[src/hw/rtl/spkpp_pkg.sv]
// shared types and constants for the speaker pwm ping-pong player
// no dependencies; imported by every module of the block
package spkpp_pkg;

    localparam int BUFFER_SAMPLES = 4096;
    localparam int IDX_W          = $clog2(BUFFER_SAMPLES);
    localparam int HALF_SAMPLES   = BUFFER_SAMPLES / 2;

    localparam int SAMPLE_W  = 16;
    localparam int DIVISOR_W = 16;
    localparam int RELOAD_W  = 16;
    localparam int NEXT_W    = 12;

    localparam int CFG_ADDR_W  = 3;
    localparam int CFG_DATA_W  = 32;
    localparam logic [CFG_ADDR_W-3:0] REG_TIMER_DIVISOR = '0;
    localparam logic [DIVISOR_W-1:0]  DIVISOR_RESET     = 16'd1;

    typedef enum logic [1:0] {
        FUNC_TICK  = 2'd0,
        FUNC_START = 2'd1,
        FUNC_STOP  = 2'd2,
        FUNC_WAIT  = 2'd3
    } t_func;

    typedef enum logic [1:0] {
        ST_OK          = 2'd0,
        ST_NOT_STARTED = 2'd1,
        ST_NOT_READY   = 2'd2
    } t_status;

    typedef struct packed {
        logic [1:0]                 func;
        logic signed [SAMPLE_W-1:0] sample;
    } t_in_item;

    typedef struct packed {
        logic [1:0]          status;
        logic                reload_valid;
        logic [RELOAD_W-1:0] reload_value;
        logic [NEXT_W-1:0]   next_index;
        logic                half_finished;
        logic                free_half;
    } t_out_item;

endpackage

[src/hw/rtl/spkpp_regs.sv]
// apb configuration register: timer divisor
// depends on spkpp_pkg
module spkpp_regs (
    input  logic                             i_clk,
    input  logic                             i_rst_n,
    input  logic                             psel,
    input  logic                             penable,
    input  logic                             pwrite,
    input  logic [spkpp_pkg::CFG_ADDR_W-1:0] paddr,
    input  logic [spkpp_pkg::CFG_DATA_W-1:0] pwdata,
    output logic [spkpp_pkg::CFG_DATA_W-1:0] prdata,
    output logic                             pready,
    output logic [spkpp_pkg::DIVISOR_W-1:0]  o_divisor
);
    import spkpp_pkg::*;

    logic                 w_sel_div;
    logic                 w_wr;
    logic [DIVISOR_W-1:0] r_divisor;
    logic [DIVISOR_W-1:0] n_divisor;

    assign pready    = 1'b1;
    assign w_sel_div = (paddr[CFG_ADDR_W-1:2] == REG_TIMER_DIVISOR);
    assign w_wr      = psel && penable && pwrite && w_sel_div;

    always_comb begin
        n_divisor = r_divisor;
        if (w_wr) begin
            n_divisor = pwdata[DIVISOR_W-1:0];
        end
    end

    always_ff @(posedge i_clk) begin
        if (!i_rst_n) begin
            r_divisor <= DIVISOR_RESET;
        end else begin
            r_divisor <= n_divisor;
        end
    end

    // read mux
    always_comb begin
        prdata = '0;
        if (w_sel_div) begin
            prdata = CFG_DATA_W'(r_divisor);
        end
    end

    assign o_divisor = r_divisor;

endmodule

[src/hw/rtl/spkpp_exec.sv]
// player state and per-beat evaluation: reload math, index advance, half handoff
// depends on spkpp_pkg
module spkpp_exec (
    input  logic                            i_clk,
    input  logic                            i_rst_n,
    input  logic                            i_fire,
    input  spkpp_pkg::t_in_item             i_item,
    input  logic [spkpp_pkg::DIVISOR_W-1:0] i_divisor,
    output spkpp_pkg::t_out_item            o_result
);
    import spkpp_pkg::*;

    logic             r_running;
    logic             r_active_half;
    logic             r_half_pending;
    logic [IDX_W-1:0] r_play_index;

    logic             n_running;
    logic             n_active_half;
    logic             n_half_pending;
    logic [IDX_W-1:0] n_play_index;

    logic [SAMPLE_W-1:0]           w_biased;
    logic [SAMPLE_W+DIVISOR_W-1:0] w_prod;
    logic [IDX_W:0]                w_inc;
    logic [16:0]                   w_idx_ext;

    // sample + 32768 is the sample with its sign bit flipped
    assign w_biased = {~i_item.sample[SAMPLE_W-1], i_item.sample[SAMPLE_W-2:0]};
    assign w_prod   = w_biased * i_divisor;
    assign w_inc    = {1'b0, r_play_index} + (IDX_W+1)'(1);

    always_comb begin
        n_running      = r_running;
        n_active_half  = r_active_half;
        n_half_pending = r_half_pending;
        n_play_index   = r_play_index;
        o_result       = '0;
        o_result.status = ST_OK;

        unique case (t_func'(i_item.func))
            FUNC_TICK: begin
                if (!r_running) begin
                    o_result.status = ST_NOT_STARTED;
                end else begin
                    o_result.reload_valid = 1'b1;
                    o_result.reload_value = w_prod[SAMPLE_W+DIVISOR_W-1 -: RELOAD_W];
                    n_play_index          = w_inc[IDX_W-1:0];
                    if (w_inc == (IDX_W+1)'(HALF_SAMPLES)) begin
                        n_half_pending         = 1'b1;
                        n_active_half          = ~r_active_half;
                        o_result.half_finished = 1'b1;
                    end else if (w_inc >= (IDX_W+1)'(BUFFER_SAMPLES)) begin
                        n_play_index           = '0;
                        n_half_pending         = 1'b1;
                        n_active_half          = ~r_active_half;
                        o_result.half_finished = 1'b1;
                    end
                end
            end
            FUNC_START: begin
                // first wait after start hands out half 1 at once
                n_running      = 1'b1;
                n_active_half  = 1'b0;
                n_half_pending = 1'b1;
                n_play_index   = '0;
            end
            FUNC_STOP: begin
                if (!r_running) begin
                    o_result.status = ST_NOT_STARTED;
                end else begin
                    n_running = 1'b0;
                end
            end
            FUNC_WAIT: begin
                if (!r_running) begin
                    o_result.status = ST_NOT_STARTED;
                end else if (r_half_pending) begin
                    o_result.free_half = ~r_active_half;
                    n_half_pending     = 1'b0;
                end else begin
                    o_result.status = ST_NOT_READY;
                end
            end
            default: begin
                o_result.status = ST_OK;
            end
        endcase

        w_idx_ext           = 17'(n_play_index);
        o_result.next_index = w_idx_ext[NEXT_W-1:0];
    end

    always_ff @(posedge i_clk) begin
        if (!i_rst_n) begin
            r_running      <= 1'b0;
            r_active_half  <= 1'b0;
            r_half_pending <= 1'b0;
            r_play_index   <= '0;
        end else if (i_fire) begin
            r_running      <= n_running;
            r_active_half  <= n_active_half;
            r_half_pending <= n_half_pending;
            r_play_index   <= n_play_index;
        end
    end

endmodule

[src/hw/rtl/speaker_pwm_pingpong_player_core.sv]
// top level of the speaker pwm ping-pong player
// depends on spkpp_pkg, spkpp_regs, spkpp_exec
//
// usage
// - input channel: i_in_valid / o_in_stall carry one command beat (func, sample);
//   a tick carries the sample at the index reported as next_index by the
//   previous tick (or 0 after start)
// - output channel: o_out_valid / i_out_stall carry exactly one result beat
//   per command beat, in order
// - apb port holds timer_divisor at byte address 0; write it only while idle
// - path: a beat taken lands in the input register, is evaluated and stored in
//   the result register once that is free, and is offered from then on
// - throughput: one beat per cycle while the receiver does not stall, set by a single
//   16x16 multiply and the index compare between the input and result registers
// - when the receiver stalls, the result register holds; the input register
//   keeps one more beat, and only then o_in_stall rises
// - reset (synchronous, active low): player stopped, index 0, no half pending,
//   divisor 1, both pipeline registers empty
module speaker_pwm_pingpong_player_core (
    input  logic                             i_clk,
    input  logic                             i_rst_n,
    input  logic                             i_in_valid,
    output logic                             o_in_stall,
    input  spkpp_pkg::t_in_item              i_in_item,
    output logic                             o_out_valid,
    input  logic                             i_out_stall,
    output spkpp_pkg::t_out_item             o_out_item,
    input  logic                             psel,
    input  logic                             penable,
    input  logic                             pwrite,
    input  logic [spkpp_pkg::CFG_ADDR_W-1:0] paddr,
    input  logic [spkpp_pkg::CFG_DATA_W-1:0] pwdata,
    output logic [spkpp_pkg::CFG_DATA_W-1:0] prdata,
    output logic                             pready
);
    import spkpp_pkg::*;

    logic                 r_in_valid;
    t_in_item             r_in_item;
    logic                 r_out_valid;
    t_out_item            r_out_item;
    logic                 n_in_valid;
    logic                 n_out_valid;

    logic                 w_fire;    // input register beat moves to result register
    logic                 w_take;    // new beat accepted from the input channel
    logic [DIVISOR_W-1:0] w_divisor;
    t_out_item            w_result;

    spkpp_regs u_regs (
        .i_clk     (i_clk),
        .i_rst_n   (i_rst_n),
        .psel      (psel),
        .penable   (penable),
        .pwrite    (pwrite),
        .paddr     (paddr),
        .pwdata    (pwdata),
        .prdata    (prdata),
        .pready    (pready),
        .o_divisor (w_divisor)
    );

    spkpp_exec u_exec (
        .i_clk     (i_clk),
        .i_rst_n   (i_rst_n),
        .i_fire    (w_fire),
        .i_item    (r_in_item),
        .i_divisor (w_divisor),
        .o_result  (w_result)
    );

    // result register frees up when empty or drained this cycle
    assign w_fire     = r_in_valid && (!r_out_valid || !i_out_stall);
    assign o_in_stall = r_in_valid && !w_fire;
    assign w_take     = i_in_valid && !o_in_stall;

    always_comb begin
        n_in_valid  = r_in_valid;
        n_out_valid = r_out_valid;
        if (w_fire) begin
            n_in_valid = 1'b0;
        end
        if (w_take) begin
            n_in_valid = 1'b1;
        end
        if (r_out_valid && !i_out_stall) begin
            n_out_valid = 1'b0;
        end
        if (w_fire) begin
            n_out_valid = 1'b1;
        end
    end

    always_ff @(posedge i_clk) begin
        if (!i_rst_n) begin
            r_in_valid  <= 1'b0;
            r_out_valid <= 1'b0;
        end else begin
            r_in_valid  <= n_in_valid;
            r_out_valid <= n_out_valid;
        end
    end

    // payload registers, no reset
    always_ff @(posedge i_clk) begin
        if (w_take) begin
            r_in_item <= i_in_item;
        end
        if (w_fire) begin
            r_out_item <= w_result;
        end
    end

    assign o_out_valid = r_out_valid;
    assign o_out_item  = r_out_item;

endmodule

[config.mk]
export PLATFORM = sky130hd
export DESIGN_NAME = speaker_pwm_pingpong_player_core
export DESIGN_NICKNAME = d
export VERILOG_FILES = /design/src/hw/rtl/spkpp_pkg.sv /design/src/hw/rtl/spkpp_regs.sv /design/src/hw/rtl/spkpp_exec.sv /design/src/hw/rtl/speaker_pwm_pingpong_player_core.sv
export SDC_FILE = /design/constraint.sdc
export NUM_CORES = 1
export LEC_CHECK = 0
export ABC_CLOCK_PERIOD_IN_PS = 6850
export BUFFER_PORTS_ARGS = -buffer_cell sky130_fd_sc_hd__buf_2
export CAP_MARGIN = 0
export CORE_MARGIN = 2
export CORE_UTILIZATION = 40
export DETAILED_ROUTE_END_ITERATION = 6
export PLACE_DENSITY = 0.61
export SETUP_SLACK_MARGIN = 0.15
export SLEW_MARGIN = 10
export SYNTH_ARGS = -nofsm -noshare
export SYNTH_HDL_FRONTEND = slang
export SYNTH_SLANG_ARGS = --single-unit
[constraint.sdc]
create_clock -name i_clk -period 6.85 [get_ports i_clk]
set_clock_uncertainty 0.15 [all_clocks]
set_input_delay 1.0275 -clock i_clk [delete_from_list [all_inputs] [get_ports i_clk]]
set_output_delay 1.0275 -clock i_clk [all_outputs]
set_load 0.02 [all_outputs]
Yosys cells after proc, flatten, opt, wreduce, memory -nomap -nowiden
Index checks and enable logic that the tools add are counted.
- logic and storage cells: 78
- flip-flop bits (word level): 84
- output and inout port bits: 68
- bits of input ports: 60
- multiply operators: 1
- muxes and demuxes: 26
- bitwise operators: 3
- reduce and logical (&&, ||, !) cells: 24
- $add $sub $neg: 1
- eq/ne operators: 7
- order comparisons: 1
- operator list (cell ; number):
    12-bit 2-to-1 mux ; 3
    16-bit by 16-bit multiplier with 32-bit output ; 1
    12-bit case mux with 2 select lines ; 1
    17-bit 2-to-1 mux ; 1
    16-bit 2-to-1 mux ; 1
    1-bit 2-to-1 mux ; 14
    12-bit by 1-bit adder with 13-bit output (second input constant) ; 1
    13-bit by 12-bit equality test with 1-bit output (second input constant) ; 1
    13-bit greater-or-equal comparator (second input constant) ; 1
    2-bit nonzero test ; 4
    1-bit logical AND ; 7
    5-bit AND reduction ; 1
    2-bit equality test (second input constant) ; 2
    1-bit logical NOT ; 4
    2-bit 2-to-1 mux ; 2
    2-bit by 1-bit inequality test with 1-bit output (second input constant) ; 2
    1-bit case mux with 2 select lines ; 2
    2-bit case mux with 2 select lines ; 1
    2-bit AND reduction ; 2
    4-bit AND reduction ; 1
    3-bit by 1-bit inequality test with 1-bit output (second input constant) ; 1
    1-bit inverter ; 3
    1-bit case mux with 3 select lines ; 1
    3-bit AND reduction ; 1
    other kinds (5) ; 5

Longest topological paths before layout
Gate-level depths: netlist of run 1.
- depth in word-level cells: 8
- depth in mapped cells: 23
- mapped depth without buffers: 21

By module
Synthesis of run 1 repeated with hierarchy kept, for this count alone.
- cells, all modules: 1335
- area, all modules: 12228.0 um^2
- modules (own cells, without submodules) (module ; sequential area each (um^2) ; area an instance (um^2) ; instances ; cells an instance):
    spkpp_exec ; 300.3 ; 9700.6 ; 1 ; 1170
    speaker_pwm_pingpong_player_core ; 1571.5 ; 1615.3 ; 1 ; 59
    spkpp_regs ; 320.3 ; 912.1 ; 1 ; 106

Worst setup path before layout of run 1
OpenSTA, ideal clock, no wires.
- path type: reg2reg
- start point: register u_regs.r_divisor[7] (netlist: u_regs.o_divisor[7])
- end point: register r_out_item, in the netlist o_out_item[26] (data pin)
- setup slack: 0.800 ns
- path buffers: 2
- data arrival time: 5.634 ns
- clock period less this slack: 6.050 ns
- required time: 6.434 ns
- stages on the path, launching flop included: 22
- library setup time: 0.266 ns
- path through: dfxtp_1 -> clkbuf_1 -> clkbuf_1 -> nand2_1 -> fa_1 -> inv_1 -> fa_1 -> inv_1 -> fa_1 -> inv_1 -> fa_1 -> fa_1 -> inv_1 -> fa_1 -> inv_1 -> ha_1 -> a21oi_1 -> o2111ai_1 -> o2111a_1 -> a2111oi_0 -> xor2_1 -> nor2_1
- word-level cells in the longest chain between the ends: 1
- RTL lines (what ; RTL line ; text):
    start, declared ; spkpp_regs.sv:19 ; logic [DIVISOR_W-1:0] r_divisor;
    start signal, assigned ; spkpp_regs.sv:37 ; r_divisor <= n_divisor;
    16-bit by 16-bit multiplier with 32-bit output ; spkpp_exec.sv:30 ; assign w_prod = w_biased * i_divisor;
    end signal, assigned ; speaker_pwm_pingpong_player_core.sv:110 ; r_out_item <= w_result;
    end, declared ; speaker_pwm_pingpong_player_core.sv:41 ; t_out_item r_out_item;
No other way between the ends.
A chain may end at the register's enable or synchronous reset.

Worst setup path after layout of run 1
- start point: register r_in_item[7] in the netlist's numbering
- end point: register r_out_item, in the netlist o_out_item[29] (data pin)
- word-level cells in the longest chain between the ends: 1
- RTL lines (what ; RTL line ; text):
    start, declared ; speaker_pwm_pingpong_player_core.sv:39 ; t_in_item r_in_item;
    start signal, assigned ; speaker_pwm_pingpong_player_core.sv:107 ; r_in_item <= i_in_item;
    16-bit by 16-bit multiplier with 32-bit output ; spkpp_exec.sv:30 ;
No other way between the ends.

==> results.md, run 1 <==
* H-tree levels at 3
* TritonCTS clock tree: done
* Hold path startpoint: u_exec.r_active_half
* Biggest area consumer among synthesized cells: fa_1
* Final-stage net count at 1780
* Sink Count at 84
* Leak pwr at 6.44 nW
* Initial antenna violation count at 0
* #FFs+latches synth at 84
* Gr ovfl total at 0
* Worst hold path class: reg -> reg
* Shortest period the worst path allows at 6.43 ns
* Crit-path max FO at 7
* Worst-Margin Slew at 1.20 ns
* Netlist Area Pre-Place at 0.0121 sq mm
* Core area at 0.0297 sq mm
* Final core occ at 44.8%
* GR peak layer: met2
* PwrDens at 111 mW/mm^2
* DRT Wirelength at 30300 um
* Slew Limit Headroom at 19.8%
* First-pass GRT wire length at 49800 um
* R2R depth at 21
* GP Congestion at 0.845
* Post-synth top flop: edfxtp_1
* Status: finished, final reports clean
* Met3 Use GR at 2.70%
* Total power draw at 1.48 mW
* Hold depth at 2
* Final Hold Viols at 0
* Syn avg cell area at 9.00 sq um
* Worst slack at placement at 0.434 ns
* Synth top area share at 32.0%
* Die X at 178 um
* Flop-to-flop setup slack at 0.42 ns
* Setup violators final at 0
* Hold EP: u_exec.r_active_half
* Data arrival time of the worst path at 6.39 ns
* DPL Wire Length at 24000 um
* DR DRC count at 0
* Die ar. at 0.0316 sq mm
* Max-capacitance violation count at 0
* Synthesis-to-layout area growth at 10.2%
* Row count at 63
* Slew Viols, Final at 0
* Synth top area cells: fa_1 (32%), edfxtp_1 (13%), ha_1 (11%)
* R2R Path End: o_out_item[29]
* Clock transition at path regs at 0.07 ns
* PortBufs at 92
* Period Utilization, post-route at 93.8%
* Pint at 0.953 mW
* Met1 Use GR at 27.8%
* RSZ-0062 raised after global routing: false
* Commonest non-fill, non-tap cell in the layout: inv_1
* Unique masters post-synth at 62
* Most frequent cells in the layout: inv_1 (246), nand2_1 (203), fa_1 (193)
* Wirelength per Cell at 16.7 um
* Die Y at 178 um
* Initial DRT Pass Iterations at 5
* Share of cells above drive strength 1 at 11.2%
* Part of the power in the clock network at 35.5%
* ANT nets after route at 0
* I/O pins at 128
* R2R Path Start: r_in_item[7]
* Hold Slack at 0.339 ns
* CTS Root Cell: clkbuf_16
* Crit. End Element: flip-flop
* ANT cells at 0
* Async SR Flop Fraction at 0%
* All-Layer GR Usage at 20.3%
* Final worst setup slack at 0.422 ns
* Startpoint Class: flip-flop
* EDFF count, synth at 51
* Fin Setup TNS at 0 ns
* Vias at 9168
* Post-synthesis sequential area ratio at 18.2%
* Yosys warnings at 0
* Vias in the first global route at 9689
* Max Root-Sink Buffers at 2
* Critical Path RT at 6.81 ns
* Average via count per standard cell at 5.05
* Reg power frac at 39.6%
* Sw frac at 35.6%
* Cts bufs inserted at 9
* P_sw at 0.527 mW
* Largest net degree at the start of global routing at 36
* Post-Syn Instances at 1341
* Clock latency on the worst-skew pair at 0.37 ns
* # fillers at 2916
* Critical path class: reg -> reg
* 1st-iter DRT viols at 411
* Met2 Use GR at 33.9%
* Combinational share of power at 24.9%
* Initial Util at 40.6%
* Maximum vdd ir drop at 0.000117 V
* Fmax at 156 MHz
==> worst max path at each step <==
stage                                   start              to  slack [ns]  cells past startpoint
after floorplan           u_regs.o_divisor[7]  o_out_item[26]        0.80                     21
after global placement          r_in_item[11]  o_out_item[29]        0.44                     19
after detailed placement        r_in_item[11]  o_out_item[29]        0.43                     19
after global routing            r_in_item[11]  o_out_item[26]        0.20                     19
final                            r_in_item[7]  o_out_item[29]        0.42                     21
after CTS                 u_regs.o_divisor[5]  o_out_item[29]        0.39                     18
==> what timing repair did <==
item                                    CTS  global route
buffers inserted                          0             0
endpoints found under the setup margin    0             2
gates resized for setup                   0             3
hold buffers                              0             0
==> synth_stat cells (6+ instances only) <==
cell and instances:
nand2b_1 11, or3_1 7, a21o_1 12, nand3_1 12
o21ai_0 34, nor2_1 46, nor3_1 16, a21oi_1 54
fa_1 193, nand2_1 203, xor2_1 7, dfxtp_1 33
clkbuf_1 52, ha_1 106, and2_1 107, inv_1 246
buf_4 19, nand4_1 9, o31ai_1 8, o21bai_1 6
edfxtp_1 51, nor2b_1 31, xnor2_1 10
==> state kept, by name, summed over array words and instances, names as in the netlist <==
| signal | cells |
|---|---|
| o_out_valid | 1 |
| o_out_item | 33 |
| r_in_valid | 1 |
| u_exec.r_active_half | 1 |
| u_exec.r_running | 1 |
| r_in_item | 18 |
| u_exec.r_play_index | 12 |
| u_regs.o_divisor | 16 |
| u_exec.r_half_pending | 1 |
==> per-stage QoR <==
stage	instances	area [sq um]
floorplan	1356	12100
CTS	1816	13300
finish	1816	13300
detailed placement	1800	13000
global placement	1800	13000
global route	1816	13300
==> area by class of cell <==
| class | instances | area [sq um] | share of cell area [%] |
|---|---|---|---|
| timing repair buffer | 130 | 746 | 5.60 |
| multi-input combinational | 949 | 8650 | 65.0 |
| tap | 390 | 488 | 3.67 |
| sequential | 84 | 2190 | 16.5 |
| clock buffer | 9 | 225 | 1.69 |
| clock inverter | 7 | 78.8 | 0.592 |
| inverter | 247 | 927 | 6.96 |
==> layer usage <==
layer / routed length, um / vias up
met2: 14400 / 215
met1: 14000 / 4610
met5: 0 / -
met4: 637 / 0
li1: - / 4306
met3: 1240 / 37
==> logic make-up after synthesis <==
family / after synthesis / synth area share [%]
simple gates: 462 / 18.7
buf+inv: 323 / 10.7
fa+ha+maj: 299 / 43.0
compound gates: 150 / 7.82
flops: 84 / 18.2
xor+xnor: 17 / 1.23
mux: 4 / 0.332
other cells: 2 / 0.0622
==> power by group through the flow <==
stage                     Sequential, mW  Clock [mW]  Combinational [mW]
final                              0.587       0.526               0.368
after floorplan                    0.589           0               0.256
after detailed placement           0.597           0               0.368
after global placement             0.597           0               0.368
after CTS                          0.586       0.534               0.374
after global routing               0.589       0.554               0.419
==> worst max-delay path, stage by stage, from the launching register on <==
cell and delay (ns):
edfxtp_1 0.61, buf_4 0.27, and2_1 0.17, fa_1 0.53, inv_1 0.05, fa_1 0.39
fa_1 0.54, inv_1 0.05, fa_1 0.52, fa_1 0.51, inv_1 0.05, fa_1 0.48
inv_1 0.04, ha_1 0.36, o21a_1 0.14, nor2_1 0.03, o21ai_0 0.20, o2111a_1 0.30
buf_4 0.17, a21oi_1 0.10, a21o_1 0.22, a211o_1 0.29
Note: power is estimated with default switching activity, not from simulation.
==> run 2, diff against run 1 <==
- CELL_PAD_IN_SITES_DETAIL_PLACEMENT: default -> 1
- CELL_PAD_IN_SITES_GLOBAL_PLACEMENT: default -> 1
- PLACE_DENSITY: 0.61 -> 0.75
==> results.md, run 2 (synthesized netlist as in run 1, its figures left out) <==
* Initial DRT Pass Iterations at 4
* Die ar. at 0.0316 sq mm
* H-tree levels at 3
* Status: finished, final reports clean
* Cell family with most CP delay: adder cells
* Clock transition at path regs at 0.07 ns
* Shortest period the worst path allows at 6.49 ns
* Core area at 0.0297 sq mm
* ANT cells at 0
* Slew Viols, Final at 0
* RSZ-0062 raised after global routing: true
* Bufs and invs on worst path at 5
* Wirelength per Cell at 18.8 um
* Met3 Use GR at 2.96%
* Final-stage net count at 1782
* Initial antenna violation count at 0
* Period Utilization, post-route at 94.7%
* I/O pins at 128
* DPL Wire Length at 27900 um
* CTS Root Cell: clkbuf_16
* 1st-iter DRT viols at 508
* Worst-Margin Slew at 1.10 ns
* Die Y at 178 um
* First-pass GRT wire length at 55900 um
* Gr ovfl total at 0
* Clock latency on the worst-skew pair at 0.36 ns
* Slew Limit Headroom at 26.4%
* Share of cells above drive strength 1 at 11.3%
* Largest net degree at the start of global routing at 41
* Cts bufs inserted at 9
* R2R Path Start: r_in_item[5]
* DRT Wirelength at 34200 um
* TritonCTS clock tree: done
* Initial Util at 40.6%
* Final Hold Viols at 0
* Sink Count at 84
* Crit-path max FO at 10
* GR peak layer: met2
* Critical path, cell by cell: buf_4 -> and2_1 -> fa_1 -> inv_1 -> fa_1 -> fa_1 -> inv_1 -> fa_1 -> fa_1 -> inv_1 -> fa_1 -> inv_1 -> ha_1 -> o21a_1 -> nor2_1 -> o21ai_0 -> o2111a_1 -> a21oi_1 -> a21o_1 -> a211o_1
* Vias in the first global route at 10600
* DR DRC count at 0
* Met2 Use GR at 40.9%
* Hold path startpoint: u_exec.r_active_half
* CP max stage cell: edfxtp_1
* Cts hold-fix bufs at 0
* Synthesis-to-layout area growth at 10.8%
* Leak pwr at 6.46 nW
* Critical path's largest stage delay at 0.64 ns
* Fin Setup TNS at 0 ns
* PortBufs at 92
* Startpoint Class: flip-flop
* Data arrival time of the worst path at 6.44 ns
* Max Root-Sink Buffers at 2
* All-Layer GR Usage at 22.9%
* Die X at 178 um
* Total power draw at 1.53 mW
* Most frequent cells in the layout: inv_1 (246), nand2_1 (203), fa_1 (193)
* Max-capacitance violation count at 0
* Commonest non-fill, non-tap cell in the layout: inv_1
* Most frequent CP cell: fa_1
* Worst Setup SP: r_in_item[5]
* Max reg flops at 33
* Vias at 9365
* Critical Path RT at 6.80 ns
* PwrDens at 114 mW/mm^2
* ANT nets after route at 0
* Crit. End Element: flip-flop
* Row count at 63
* Average via count per standard cell at 5.15
* Fmax at 154 MHz
* Critical path class: reg -> reg
* Worst hold path class: reg -> reg
* Setup violators final at 0
* GP Congestion at 0.827
* Maximum vdd ir drop at 0.000118 V
* Met1 Use GR at 29.7%
-- run 2: power by group --
group | internal, mW | leakage (nW) | switching [mW] | total (mW)
Clock | 0.323 | 0.152 | 0.231 | 0.553
Combinational | 0.145 | 5.56 | 0.245 | 0.390
Sequential | 0.555 | 0.747 | 0.0284 | 0.584
-- run 2: worst reg2reg max path, delay by kind of cell, from the launching register on --
kind / cells / cell delay [ns]
adders and majority gates: 7 / 3.28
AOI/OAI and AO/OA: 6 / 1.45
DFF: 1 / 0.64
buffers and inverters: 5 / 0.49
and+or+nand+nor: 2 / 0.20
-- run 2: cell type report --
class                   instances  area (sq um)
clock inverters                 7          98.8
clock buffers                   9           225
well taps                     390           488
multi-input cells             949          8650
flip-flops and latches         84          2200
fillers                      3508         16300
repair buffers                132           786
inverters                     247           927
-- run 2: per-layer routing --
layer | vias to the layer above | part of all wire (%) | wire [um]
met5 | - | 0 | 0
li1 | 4306 | - | -
met4 | 0 | 1.6 | 536
met3 | 39 | 4.1 | 1400
met2 | 189 | 51 | 17500
met1 | 4831 | 43 | 14700
-- run 2: metrics by stage --
stage	utilization [%]	setup WS (ns)	std cells	area (sq um)	hold WS (ns)
6_report	45.0	0.363	1818	13400	0.330
5_1_grt	45.0	0.143	1818	13400	0.343
4_1_cts	44.9	0.210	1815	13300	0.338
3_5_place_dp	43.8	0.249	1799	13000	0.327
3_3_place_gp	43.8	0.359	1799	13000	0.305
2_1_floorplan	-	0.800	1356	12100	0.294
-- run 2: path summary, 6_finish.rpt --
path | cells after the start | endpoint | slack (ns)
worst max-delay path | 20 | o_out_item[29] | 0.36
worst max register to register | 20 | o_out_item[29] | 0.36
worst min register to register | 2 | u_exec.r_active_half | 0.33
worst min-delay path | 2 | u_exec.r_active_half | 0.33
-- run 2: what timing repair did --
action / 4_1_cts / 5_1_grt
buffers inserted: 0 / 3
setup endpoints to repair: 0 / 8
gates resized for setup: 0 / 4
==> run 3, diff against run 2 <==
- ABC_AREA: default -> 1
- PLACE_DENSITY: 0.75 -> 0.77
==> results.md, run 3 <==
* Hold path startpoint: u_exec.r_play_index[11]
* Maximum vdd ir drop at 0.000184 V
* Die Y at 181 um
* Vias at 10300
* Fmax at 157 MHz
* Crit-path max FO at 10
* M1 wire length at 15500 um
* Post-synthesis sequential area ratio at 17.4%
* Slew Limit Headroom at 31.5%
* Initial antenna violation count at 1
* Status: finished, final reports clean
* Largest net degree at the start of global routing at 48
* Gr ovfl total at 0
* Period Utilization, post-route at 92.9%
* Adder-cell area share of the yosys netlist at 41.2%
* Die ar. at 0.0329 sq mm
* # Post-CTS Setup Buffers at 0
* Final Hold Viols at 0
* PortBufs at 92
* Vias in the first global route at 11700
* Netlist Area Pre-Place at 0.0126 sq mm
* Wirelength per Cell at 17.3 um
* Max reg flops at 33
* Crit. End Element: flip-flop
* Metal3 WL at 1310 um
* Fin Setup TNS at 0 ns
* Core area at 0.0308 sq mm
* DPL Wire Length at 29900 um
* Worst-Margin Slew at 1.03 ns
* PwrDens at 133 mW/mm^2
* Setup violators final at 0
* Share of cells above drive strength 1 at 9.24%
* Synth top area share at 30.7%
* Worst hold path class: reg -> reg
* EDFF count, synth at 51
* Final-stage net count at 2042
* Cts hold-fix bufs at 0
* Row count at 64
* 1st-iter DRT viols at 419
* Leak pwr at 7.57 nW
* Syn avg cell area at 7.73 sq um
* Hold EP: u_exec.r_play_index[11]
* Hold Slack at 0.351 ns
* Cts bufs inserted at 9
* First-pass GRT wire length at 60500 um
* TritonCTS clock tree: done
* Yosys warnings at 0
* Shortest period the worst path allows at 6.36 ns
* Die X at 181 um
* #FFs+latches synth at 84
* Max-capacitance violation count at 0
* Post-Synth XOR/XNOR Area at 0.278%
* Async SR Flop Fraction at 0%
* Max Root-Sink Buffers at 2
* CTS Root Cell: clkbuf_16
* Slew Viols, Final at 0
* Post-route cell area at 0.0137 sq mm
* DR DRC count at 0
* Post-synth top flop: edfxtp_1
* RSZ-0062 raised after global routing: false
* Startpoint Class: flip-flop
* Synth top area cells: fa_1 (31%), inv_1 (13%), edfxtp_1 (12%)
* Dpl cell area at 0.0134 sq mm
* GP Congestion at 0.916
* H-tree levels at 3
* Most frequent cell after synthesis: inv_1
* Most frequent cells in the layout: inv_1 (428), nand2_1 (402), fa_1 (193)
* Synth Area in Compound Gates at 6.09%
* Total power draw at 1.81 mW
* Largest family of logic cells by synthesized area: adder cells
* Initial Util at 40.9%
* Clock transition at path regs at 0.06 ns
* ANT nets after route at 0
* Post-synthesis mux area share at 0%
* Clock latency on the worst-skew pair at 0.37 ns
* R2R depth at 20
* I/O pins at 128
* Critical path class: reg -> reg
* Met2 wire length at 18400 um
* Flop-to-flop setup slack at 0.49 ns
* Biggest area consumer among synthesized cells: fa_1
* Post-CTS Resized at 0
* Synthesis-to-layout area growth at 8.59%
* Post-synth top cells: inv_1 (428), nand2_1 (402), fa_1 (193)
* DRT Wirelength at 36200 um
* Critical Path RT at 6.83 ns
* Data arrival time of the worst path at 6.34 ns
* Unique masters post-synth at 45
* Simple-gate area share of the yosys netlist at 18.7%
* Sink Count at 84
* R2R Path End: o_out_item[29]
* Average via count per standard cell at 4.95
* Uppermost layer routed: met4
* Commonest non-fill, non-tap cell in the layout: inv_1
* All-Layer GR Usage at 23.5%
* Post-Syn Instances at 1630
* Initial DRT Pass Iterations at 5
* R2R Path Start: r_in_item[9]
* Hold depth at 2
## run 3: worst max path at each step
stage                                    from              to  cells past startpoint  slack (ns)
after floorplan                  r_in_item[7]  o_out_item[18]                     24        1.25
after global placement    u_regs.o_divisor[1]  o_out_item[29]                     19        0.58
after detailed placement  u_regs.o_divisor[1]  o_out_item[29]                     19        0.49
after CTS                 u_regs.o_divisor[1]  o_out_item[29]                     19        0.47
after global routing             r_in_item[9]  o_out_item[29]                     20        0.16
final                            r_in_item[9]  o_out_item[29]                     20        0.49
## run 3: cell families (layout without fill, tap and decap cells)
| kind of cell | count (synthesis) | after routing |
|---|---|---|
| xor gates and xnor gates | 4 | 4 |
| buffers and inverters | 522 | 565 |
| and+or+nand+nor | 581 | 581 |
| other | 2 | 18 |
| AOI/OAI and AO/OA | 138 | 138 |
| DFF | 84 | 84 |
| adders and majority gates | 299 | 299 |
## run 3: layer usage
layer | global-route usage, % | up-vias
met5 | 0 | -
met4 | 7.38 | 0
met3 | 3.89 | 67
met2 | 41.7 | 198
met1 | 29.3 | 5192
li1 | - | 4860
## run 3: worst max-delay path, cell delays in order, from the launching register on
cell	delay, ns
edfxtp_1	0.70
buf_4	0.27
nand2_1	0.06
inv_1	0.10
fa_1	0.45
fa_1	0.52
inv_1	0.05
fa_1	0.58
fa_1	0.46
fa_1	0.47
fa_1	0.54
inv_1	0.10
ha_1	0.38
a21oi_1	0.31
o21ai_0	0.21
a21boi_0	0.37
nor2_1	0.07
nor2_1	0.13
nand3_1	0.09
nand2_1	0.06
nor2_1	0.05
## run 3: cell type report
class / count / area [sq um]
fill: 3920 / 17200
multi-input combinational: 1039 / 8420
sequential: 84 / 2190
inverter: 431 / 1620
timing repair buffer: 118 / 656
tap: 396 / 495
clock buffer: 11 / 233
clock inverter: 5 / 58.8
antenna: 1 / 2.50
## run 3: per-stage QoR
step / util (%) / setup WS, ns / std cells
after floorplan: - / 1.25 / 1645
after global placement: 43.4 / 0.581 / 2068
after detailed placement: 43.4 / 0.493 / 2068
after CTS: 44.4 / 0.469 / 2084
after global routing: 44.4 / 0.160 / 2084
final: 44.4 / 0.487 / 2085
## run 3: where the power goes
group          leakage (nW)  switching [mW]  internal [mW]
clock                 0.145           0.223          0.285
sequential            0.767          0.0436          0.556
combinational          6.66           0.465          0.242
